File: src/design/fifo_queue_with_remove_by_key_assert.svh
// Assertion macros shared by the queue RTL.
`ifndef FIFO_QUEUE_WITH_REMOVE_BY_KEY_ASSERT_SVH
`define FIFO_QUEUE_WITH_REMOVE_BY_KEY_ASSERT_SVH

`ifndef SYNTHESIS
`define FQRK_ASSERT(lbl, prop) \
    lbl: assert property (@(posedge clk) disable iff (!rst_n) prop) \
        else $error("queue assertion failed");
`define FQRK_NEVER(lbl, cond) \
    lbl: assert property (@(posedge clk) disable iff (!rst_n) !(cond)) \
        else $error("queue forbidden condition seen");
`else
`define FQRK_ASSERT(lbl, prop)
`define FQRK_NEVER(lbl, cond)
`endif

`endif

File: src/design/fqrk_pkg.sv
// Shared types and defaults for the handle queue.
package fqrk_pkg;

    localparam int DEPTH_DEF       = 16;
    localparam int HANDLE_BITS_DEF = 16;

    typedef enum logic [1:0] {
        OP_ENQ = 2'd0,
        OP_DEQ = 2'd1,
        OP_REM = 2'd2,
        OP_NOP = 2'd3
    } op_t;

    typedef struct packed {
        logic capture;
        logic apply;
        logic enq;
        logic deq;
        logic rem;
    } cell_ctrl_t;

endpackage

File: src/design/fifo_queue_with_remove_by_key.sv
// Top level: handle queue in arrival order with enqueue, dequeue and remove by key.
// A taken request sets busy, and done is registered from busy.
// A request is taken only while busy is low. The accepting cycle compares every slot with
// the key at once; the busy cycle runs the hit chain and shifts or loads the cells.
// Reset clears all valid bits and the count; slot contents are not cleared.
// Results cannot be stalled; done marks a result for exactly one cycle.
module fifo_queue_with_remove_by_key #(
    parameter int DEPTH       = fqrk_pkg::DEPTH_DEF,
    parameter int HANDLE_BITS = fqrk_pkg::HANDLE_BITS_DEF,
    localparam int CNT_W      = $clog2(DEPTH + 1)
) (
    input  logic                   clk,
    input  logic                   rst_n,
    input  logic                   start,
    output logic                   busy,
    input  logic [1:0]             opcode,
    input  logic [HANDLE_BITS-1:0] handle,
    output logic                   done,
    output logic [HANDLE_BITS-1:0] out_handle,
    output logic                   out_valid,
    output logic                   removed,
    output logic                   overflow,
    output logic [CNT_W-1:0]       count
);

`include "fifo_queue_with_remove_by_key_assert.svh"

    logic                   busy_reg;
    logic                   busy_next;
    logic                   done_reg;
    logic                   done_next;
    fqrk_pkg::op_t          op_reg;
    logic [HANDLE_BITS-1:0] handle_reg;
    logic [CNT_W-1:0]       count_reg;
    logic [CNT_W-1:0]       count_next;
    logic [HANDLE_BITS-1:0] out_handle_reg;
    logic [HANDLE_BITS-1:0] out_handle_next;
    logic                   out_valid_reg;
    logic                   out_valid_next;
    logic                   removed_reg;
    logic                   removed_next;
    logic                   overflow_reg;
    logic                   overflow_next;

    logic                   accept;
    logic [HANDLE_BITS-1:0] key;
    fqrk_pkg::cell_ctrl_t   ctrl;
    logic [DEPTH-1:0]       valid_vec;
    logic [HANDLE_BITS-1:0] data_arr [DEPTH];
    logic [DEPTH:0]         hit_chain;

    assign accept       = start & ~busy_reg;
    assign key          = busy_reg ? handle_reg : handle;
    assign hit_chain[0] = 1'b0;

    always_comb
    begin
        ctrl         = '0;
        ctrl.capture = accept;
        ctrl.apply   = busy_reg;
        unique case (op_reg)
            fqrk_pkg::OP_ENQ: ctrl.enq = 1'b1;
            fqrk_pkg::OP_DEQ: ctrl.deq = 1'b1;
            fqrk_pkg::OP_REM: ctrl.rem = 1'b1;
            default:          ctrl.enq = 1'b0;
        endcase
    end

    for (genvar i = 0; i < DEPTH; i++)
    begin : g_cell
        logic                   l_valid;
        logic                   r_valid;
        logic [HANDLE_BITS-1:0] r_data;

        if (i == 0)
        begin : g_head
            assign l_valid = 1'b1;
        end
        else
        begin : g_mid_l
            assign l_valid = valid_vec[i-1];
        end

        if (i == DEPTH - 1)
        begin : g_tail
            assign r_valid = 1'b0;
            assign r_data  = '0;
        end
        else
        begin : g_mid_r
            assign r_valid = valid_vec[i+1];
            assign r_data  = data_arr[i+1];
        end

        fqrk_cell #(
            .HANDLE_BITS (HANDLE_BITS)
        ) u_cell (
            .clk         (clk),
            .rst_n       (rst_n),
            .ctrl        (ctrl),
            .key         (key),
            .hit_in      (hit_chain[i]),
            .hit_out     (hit_chain[i+1]),
            .left_valid  (l_valid),
            .right_data  (r_data),
            .right_valid (r_valid),
            .data        (data_arr[i]),
            .valid       (valid_vec[i])
        );
    end

    always_comb
    begin
        busy_next       = accept;
        done_next       = busy_reg;
        count_next      = count_reg;
        out_handle_next = '0;
        out_valid_next  = 1'b0;
        removed_next    = 1'b0;
        overflow_next   = 1'b0;
        if (busy_reg)
        begin
            if (ctrl.enq)
            begin
                if (valid_vec[DEPTH-1])
                begin
                    overflow_next = 1'b1;
                end
                else
                begin
                    count_next = count_reg + CNT_W'(1);
                end
            end
            if (ctrl.deq && valid_vec[0])
            begin
                out_handle_next = data_arr[0];
                out_valid_next  = 1'b1;
                count_next      = count_reg - CNT_W'(1);
            end
            if (ctrl.rem && hit_chain[DEPTH])
            begin
                removed_next = 1'b1;
                count_next   = count_reg - CNT_W'(1);
            end
        end
    end

    always_ff @(posedge clk or negedge rst_n)
    begin
        if (!rst_n)
        begin
            busy_reg  <= 1'b0;
            done_reg  <= 1'b0;
            count_reg <= '0;
        end
        else
        begin
            busy_reg  <= busy_next;
            done_reg  <= done_next;
            count_reg <= count_next;
        end
    end

    always_ff @(posedge clk)
    begin
        if (accept)
        begin
            op_reg     <= fqrk_pkg::op_t'(opcode);
            handle_reg <= handle;
        end
        out_handle_reg <= out_handle_next;
        out_valid_reg  <= out_valid_next;
        removed_reg    <= removed_next;
        overflow_reg   <= overflow_next;
    end

    assign busy       = busy_reg;
    assign done       = done_reg;
    assign out_handle = out_handle_reg;
    assign out_valid  = out_valid_reg;
    assign removed    = removed_reg;
    assign overflow   = overflow_reg;
    assign count      = count_reg;

    `FQRK_ASSERT(a_accept_busy, accept |=> busy_reg)
    `FQRK_ASSERT(a_busy_done, busy_reg |=> (done_reg && !busy_reg))
    `FQRK_NEVER(a_done_while_busy, done_reg && busy_reg)
    `FQRK_ASSERT(a_count_tracks_cells, count_reg == CNT_W'($countones(valid_vec)))
    `FQRK_NEVER(a_one_flag, done_reg && ((out_valid_reg && removed_reg) ||
        (out_valid_reg && overflow_reg) || (removed_reg && overflow_reg)))

endmodule

File: src/design/fqrk_cell.sv
// One queue slot: holds a handle and its valid bit, shifts toward the head.
module fqrk_cell #(
    parameter int HANDLE_BITS = fqrk_pkg::HANDLE_BITS_DEF
) (
    input  logic                   clk,
    input  logic                   rst_n,
    input  fqrk_pkg::cell_ctrl_t   ctrl,
    input  logic [HANDLE_BITS-1:0] key,
    input  logic                   hit_in,
    output logic                   hit_out,
    input  logic                   left_valid,
    input  logic [HANDLE_BITS-1:0] right_data,
    input  logic                   right_valid,
    output logic [HANDLE_BITS-1:0] data,
    output logic                   valid
);

    logic [HANDLE_BITS-1:0] data_reg;
    logic [HANDLE_BITS-1:0] data_next;
    logic                   valid_reg;
    logic                   valid_next;
    logic                   match_reg;
    logic                   match_next;
    logic                   shift;
    logic                   load;

    assign hit_out = hit_in | match_reg;
    assign shift   = ctrl.apply & (ctrl.deq | (ctrl.rem & hit_out));
    assign load    = ctrl.apply & ctrl.enq & ~valid_reg & left_valid;

    always_comb
    begin
        match_next = match_reg;
        if (ctrl.capture)
        begin
            match_next = valid_reg && (data_reg == key) && (key != '0);
        end
        data_next  = data_reg;
        valid_next = valid_reg;
        if (shift)
        begin
            data_next  = right_data;
            valid_next = right_valid;
        end
        else if (load)
        begin
            data_next  = key;
            valid_next = 1'b1;
        end
    end

    always_ff @(posedge clk or negedge rst_n)
    begin
        if (!rst_n)
        begin
            valid_reg <= 1'b0;
            match_reg <= 1'b0;
        end
        else
        begin
            valid_reg <= valid_next;
            match_reg <= match_next;
        end
    end

    always_ff @(posedge clk)
    begin
        data_reg <= data_next;
    end

    assign data  = data_reg;
    assign valid = valid_reg;

endmodule

File: config.mk
export PLATFORM = sky130hd
export DESIGN_NAME = fifo_queue_with_remove_by_key
export DESIGN_NICKNAME = d
export VERILOG_FILES = /design/src/design/fqrk_pkg.sv /design/src/design/fifo_queue_with_remove_by_key.sv /design/src/design/fqrk_cell.sv
export VERILOG_INCLUDE_DIRS = /design/src /design/src/design
export SDC_FILE = /design/constraint.sdc
export NUM_CORES = 1
export LEC_CHECK = 0
export BUFFER_PORTS_ARGS = -buffer_cell sky130_fd_sc_hd__buf_2
export CAP_MARGIN = 20
export CORE_AREA = 2 2 208 210
export CTS_BUF_LIST = sky130_fd_sc_hd__clkbuf_8
export CTS_CLUSTER_DIAMETER = 80
export DETAILED_ROUTE_END_ITERATION = 10
export DIE_AREA = 0 0 210 212
export PLACE_DENSITY_LB_ADDON = 0.2
export SKIP_LAST_GASP = 1
export SYNTH_ARGS = -nofsm -noshare
export SYNTH_HDL_FRONTEND = slang
export SYNTH_SLANG_ARGS = --single-unit
File: constraint.sdc
create_clock -name clk -period 7.2 [get_ports clk]
set_clock_uncertainty 0.05 [all_clocks]
set_input_delay 2.16 -clock clk [delete_from_list [all_inputs] [get_ports clk]]
set_output_delay 2.16 -clock clk [all_outputs]
set_load 0.02 [all_outputs]
==> results of run 1 <==
==> power by group through the flow <==
stage | Combinational, W | Clock (W) | Sequential (W)
finish | 0.000760 | 0.00172 | 0.00242
detailed placement | 0.000756 | 0 | 0.00246
global route | 0.000836 | 0.00183 | 0.00244
CTS | 0.000760 | 0.00176 | 0.00242
floorplan | 0.000554 | 0 | 0.00242
global placement | 0.000747 | 0 | 0.00246
==> through the flow <==
step / instance area (µm²) / total power [W]
finish: 18600 / 0.00490
global placement: 17400 / 0.00320
CTS: 18600 / 0.00494
detailed placement: 17400 / 0.00321
global route: 18600 / 0.00511
floorplan: 16700 / 0.00297
==> cells by family (layout without fill, tap and decap cells) <==
kind of cell | after synthesis | count (layout) | synth area share, %
simple gates | 465 | 465 | 12.8
compound gates | 340 | 340 | 11.4
flops | 332 | 332 | 56.4
xor+xnor | 260 | 260 | 13.6
buf+inv | 123 | 209 | 3.83
mux | 16 | 16 | 1.84
fa+ha+maj | 2 | 2 | 0.150
==> final cells by class <==
class / count / area [µm²] / area share [%]
clock buffers: 72 / 991 / 5.32
clock inverters: 36 / 166 / 0.894
inverters: 9 / 33.8 / 0.181
multi-input cells: 1083 / 6710 / 36.0
flip-flops and latches: 332 / 9430 / 50.6
well taps: 546 / 683 / 3.67
repair buffers: 92 / 616 / 3.31
==> worst paths after layout <==
| path | startpoint | end | cells after the start |
|---|---|---|---|
| min reg2reg | count[4] | count[4] | 1 |
| max | busy | busy | 1 |
| min in group asynchronous | rst_n | count[0] | 1 |
| max reg2reg | busy | g_cell[9].u_cell.match_reg | 8 |
| max in group asynchronous | rst_n | g_cell[13].u_cell.match_reg | 2 |
| min | count[4] | count[4] | 1 |
==> layout by cell type, fill, tap and decap left out, types with 2 or more instances in the layout <==
master and count:
ha_1 2, a21oi_1 264, o31ai_4 4, nand3_1 16, nand4_1 19, and2_1 5, clkbuf_8 72, o21ai_1 19
inv_1 42, nand3b_1 7, buf_2 46, nor4_1 53, mux2i_4 16, xnor2_1 245, nor3_1 19, a211oi_1 16
and4_1 2, dfrtp_1 38, edfxtp_1 258, nor2_1 279, o21ai_0 11, o22ai_1 4, xor2_1 15, nand2b_1 3
buf_4 43, nand2_1 35, and3_1 18, o22a_1 5, o21ai_2 8, dfxtp_1 35
==> routing by layer <==
layer | vias to the layer above | global-route usage, %
met5 | - | 0
met4 | 0 | 6.21
met3 | 67 | 4.53
met2 | 343 | 31.8
met1 | 5692 | 27.5
li1 | 5524 | -
==> impl_metrics.ini, run 1 <==
[power_and_ir_drop]
p_int_w = 0.00350
p_sw_share_pct = 28.5
p_leak_nw = 6.37
power.switching_w = 0.00140
power.share.clock_pct = 35.0
seq_power_share_pct = 49.4
powerDensity_mw_per_mm2 = 263
vdd_drop_max_mv = 0.121
combPwrFrac_pct = 15.5

[floorplan]
ioPinCount = 47
die_h_um = 212
coreArea_mm2 = 0.0425
fp-row-count = 76
start_util_pct = 39.3
die_w_um = 210
dieArea_mm2 = 0.0445

[global_routing]
grt_pass1_wl_um = 68300
grt_max_degree = 44
track_usage_pct = 20.1
grt_pass1_vias = 11400
grt_overflow = 0
grt_antenna_before_repair = 0

[logic_synthesis]
yosys-top-cells-count = nor2_1 (279), a21oi_1 (264), edfxtp_1 (258)
synth-edff-count = 258
synth_area_mm2 = 0.0167
yosysTopAreaCell = edfxtp_1
synth_area_leaders = edfxtp_1 (46%), xnor2_1 (13%), a21oi_1 (7.9%), nor2_1 (6.3%), dfrtp_1 (5.8%)
synth.top_cell.area_share_pct = 46.4
synth_seq_cells = 332
yosys_most_used_dff = edfxtp_1
syn-num-nets = 1561
syn_avg_cell_area_um2 = 10.9
syn_inst = 1538
yosys.cell_count.top_type = nor2_1
ys_types = 50
ys_seq_area_share_pct = 56.4
yosysWarnings = 0
synthArstFlopShare_pct = 11.7

[final_layout]
layout.nets = 1598
largest_register_ffs = 256
drive_gt1_share_pct = 12.5
antenna_cells_inserted = 0
fin_util_pct = 43.8
stdcell_count = 2170
fillers = 4050
syn2layout_area_growth_pct = 11.5

[critical_path]
cp_slowest_cell = dfrtp_4
cp.required_ps = 4990
critPathCaptureType = primary output
arrival_ps = 1710
max_stage_delay_ps = 780
path_max_fanout = 43
r2r_setup_slack_ps = 3560
critical_path_class = flop to primary output
critical-path-top-delay-family = flip-flops
start_kind = flop
path_cells = buf_2
crit_buf_inv = 1

[timing]
slew_viol_final = 0
rsz0062_at_grt = false
max-slew-margin-rel_pct = 31.3
min_period_ps = 3920
finalSetupTns_ps = 0
worstMarginPinSlew_ps = 1030
finalHoldViolCount = 0
whs_ps = 433
clock.fmax_ghz = 0.255
setup_ws_ps = 3280
fin_crit_sh_pct = 54.4
finalSetupViolations = 0

[placement]
placed_cells = 2059
place_ws_ps = 2770
dp_hpwl_um = 27400
globalplace.congestion = 0.786
io_buffers = 46

[route]
drtIter0Drc = 1216
wirelength_met1_um = 20500
routed-via-count = 11600
wl_met3_um = 2870
routedWlPerCell_um = 20.3
drt-pass1-iter-count = 6
highest_layer = met4
dr_wl_met2_um = 19700
viasPerCell = 5.36
drc = 0
wl_um = 44000
ant_nets = 0

[clock_tree]
htreeDepth = 2
cts_made_buffers = 57
cts.repair.resized = 0
cts_tree = done
cts-root-buf = clkbuf_8
worstSkewPairLatency_ps = 650
clock_path_buffers = 3
path_clk_slew_ps = 50
clock_sinks = 332
post_cts_buffers = 0
hold_buffers = 0

[job]
maxCapViolCount = 0

[outcome]
outcome = finished clean

[worst_hold_path]
hold_path.class = flop to flop
Power figures use the tool's default switching activity.
==> inputs of run 2 (changes only) <==
- clock period: 7.2 -> 3.9 ns (I/O delays scaled with it)
==> run 2 against run 1 <==
  * Setup slack got worse by 2800 ps
  * Utilization rose by 0.48 points
  * Via count rose by 0.38%
  * Die area did not move
  * Power rose by 83%
  * Global-route usage rose by 0.22 points
  * Hold slack got worse by 19 ps
  * Combinational power rose by 91%
  * Final cell count rose by 1.0%
  * Critical endpoint unchanged
  * Largest power group unchanged
==> impl_metrics.ini, run 2 (synthesis gave the netlist of run 1 again) <==
[route]
drt-pass1-iter-count = 5
routedWlPerCell_um = 20.2
drtIter0Drc = 916
wl_um = 44200
routed-via-count = 11700
viasPerCell = 5.32
ant_nets = 0
drc = 0

[timing]
worstMarginPinSlew_ps = 874
finalSetupViolations = 0
clock.fmax_ghz = 0.295
finalHoldViolCount = 0
slew_viol_final = 0
max-slew-margin-rel_pct = 41.6
min_period_ps = 3390
rsz0062_at_grt = false
fin_crit_sh_pct = 86.8
finalSetupTns_ps = 0

[global_routing]
grt_pass1_vias = 11600
grt_antenna_before_repair = 0
grt_max_degree = 36
grt_overflow = 0
track_usage_pct = 20.3
grt_pass1_wl_um = 68800

[placement]
io_buffers = 46
globalplace.congestion = 0.842
dp_hpwl_um = 29000
dpl_cell_area_mm2 = 0.0177

[worst_hold_path]
hold_path.class = flop to flop
min_from = count[4]

[critical_path]
critical_path_class = flop to primary output
arrival_ps = 2170
critPathCaptureType = primary output
startpoint = busy
start_kind = flop
cp.required_ps = 2680
path_max_fanout = 20
r2r_setup_slack_ps = 840
r2r_start = busy

[final_layout]
largest_register_ffs = 256
final_area_mm2 = 0.0188
fillers = 4003
drive_gt1_share_pct = 13.5
antenna_cells_inserted = 0
mostFrequentLayoutCell = nor2_1
layout_common_cells = nor2_1 (279), a21oi_1 (264), edfxtp_1 (258)
syn2layout_area_growth_pct = 12.7
layout.nets = 1619

[clock_tree]
post_cts_buffers = 0
cts-root-buf = clkbuf_8
clock_path_buffers = 3
cts_tree = done
path_clk_slew_ps = 60
worstSkewPairLatency_ps = 660
hold_buffers = 0
cts_made_buffers = 58
htreeDepth = 2
cts.repair.resized = 0
clock_sinks = 332

[floorplan]
start_util_pct = 39.3
die_h_um = 212
coreArea_mm2 = 0.0425
die_w_um = 210
fp-row-count = 76
dieArea_mm2 = 0.0445
ioPinCount = 47

[power_and_ir_drop]
powerDensity_mw_per_mm2 = 477
vdd_drop_max_mv = 0.265
power_w = 0.00898
p_leak_nw = 6.47

[job]
maxCapViolCount = 0

[outcome]
outcome = finished clean
==> run 2: cell types whose count changed in the layout (fill, tap and decap cells not counted), moves of 2 or more <==
cell	previous run	this run
clkinv_1	0	7
buf_4	43	55
inv_1	42	36
clkinv_2	1	4
clkbuf_8	72	69
inv_6	0	2
buf_12	1	10
==> run 2: area by class of cell <==
cell class / instances / area (µm²) / area share [%]
Timing Repair Buffer: 112 / 858 / 4.56
Clock inverter: 41 / 173 / 0.917
Clock buffer: 69 / 950 / 5.04
Tap cell: 546 / 683 / 3.63
Sequential cell: 332 / 9430 / 50.1
Multi-Input combinational cell: 1083 / 6700 / 35.6
Inverter: 9 / 33.8 / 0.179
==> run 2: worst paths after layout <==
path	to	cells past startpoint
max	busy	2
min	count[4]	1
max reg2reg	g_cell[15].u_cell.data[8]	7
min reg2reg	count[4]	1
max in group asynchronous	g_cell[14].u_cell.valid	2
min in group asynchronous	count[0]	1
==> run 2: power by group <==
part           switching, W  total [W]  internal, W  leakage [nW]
combinational      0.000831    0.00145     0.000615          2.68
sequential         0.000296    0.00447      0.00417          3.11
clock               0.00147    0.00307      0.00160         0.676
total               0.00259    0.00898      0.00639          6.47
==> run 2: critical path: stages, from the launching register on <==
cell,delay (ps)
dfrtp_4,840
buf_4,430
buf_2,230
==> run 2: routing by layer <==
metal,vias to the layer above,track usage [%],wire length [µm]
met5,-,0,0
met4,0,7.90,1350
met3,86,4.39,2900
met2,343,32.5,20100
met1,5671,27.0,19900
li1,5570,-,-
==> run 2: metrics by stage <==
step,hold slack (ps),setup slack (ps),std cells,util [%]
floorplan,407,500,1538,-
global placement,412,866,2080,41.6
detailed placement,413,818,2082,41.7
CTS,414,449,2192,44.3
global route,441,435,2192,44.3
finish,414,515,2192,44.3
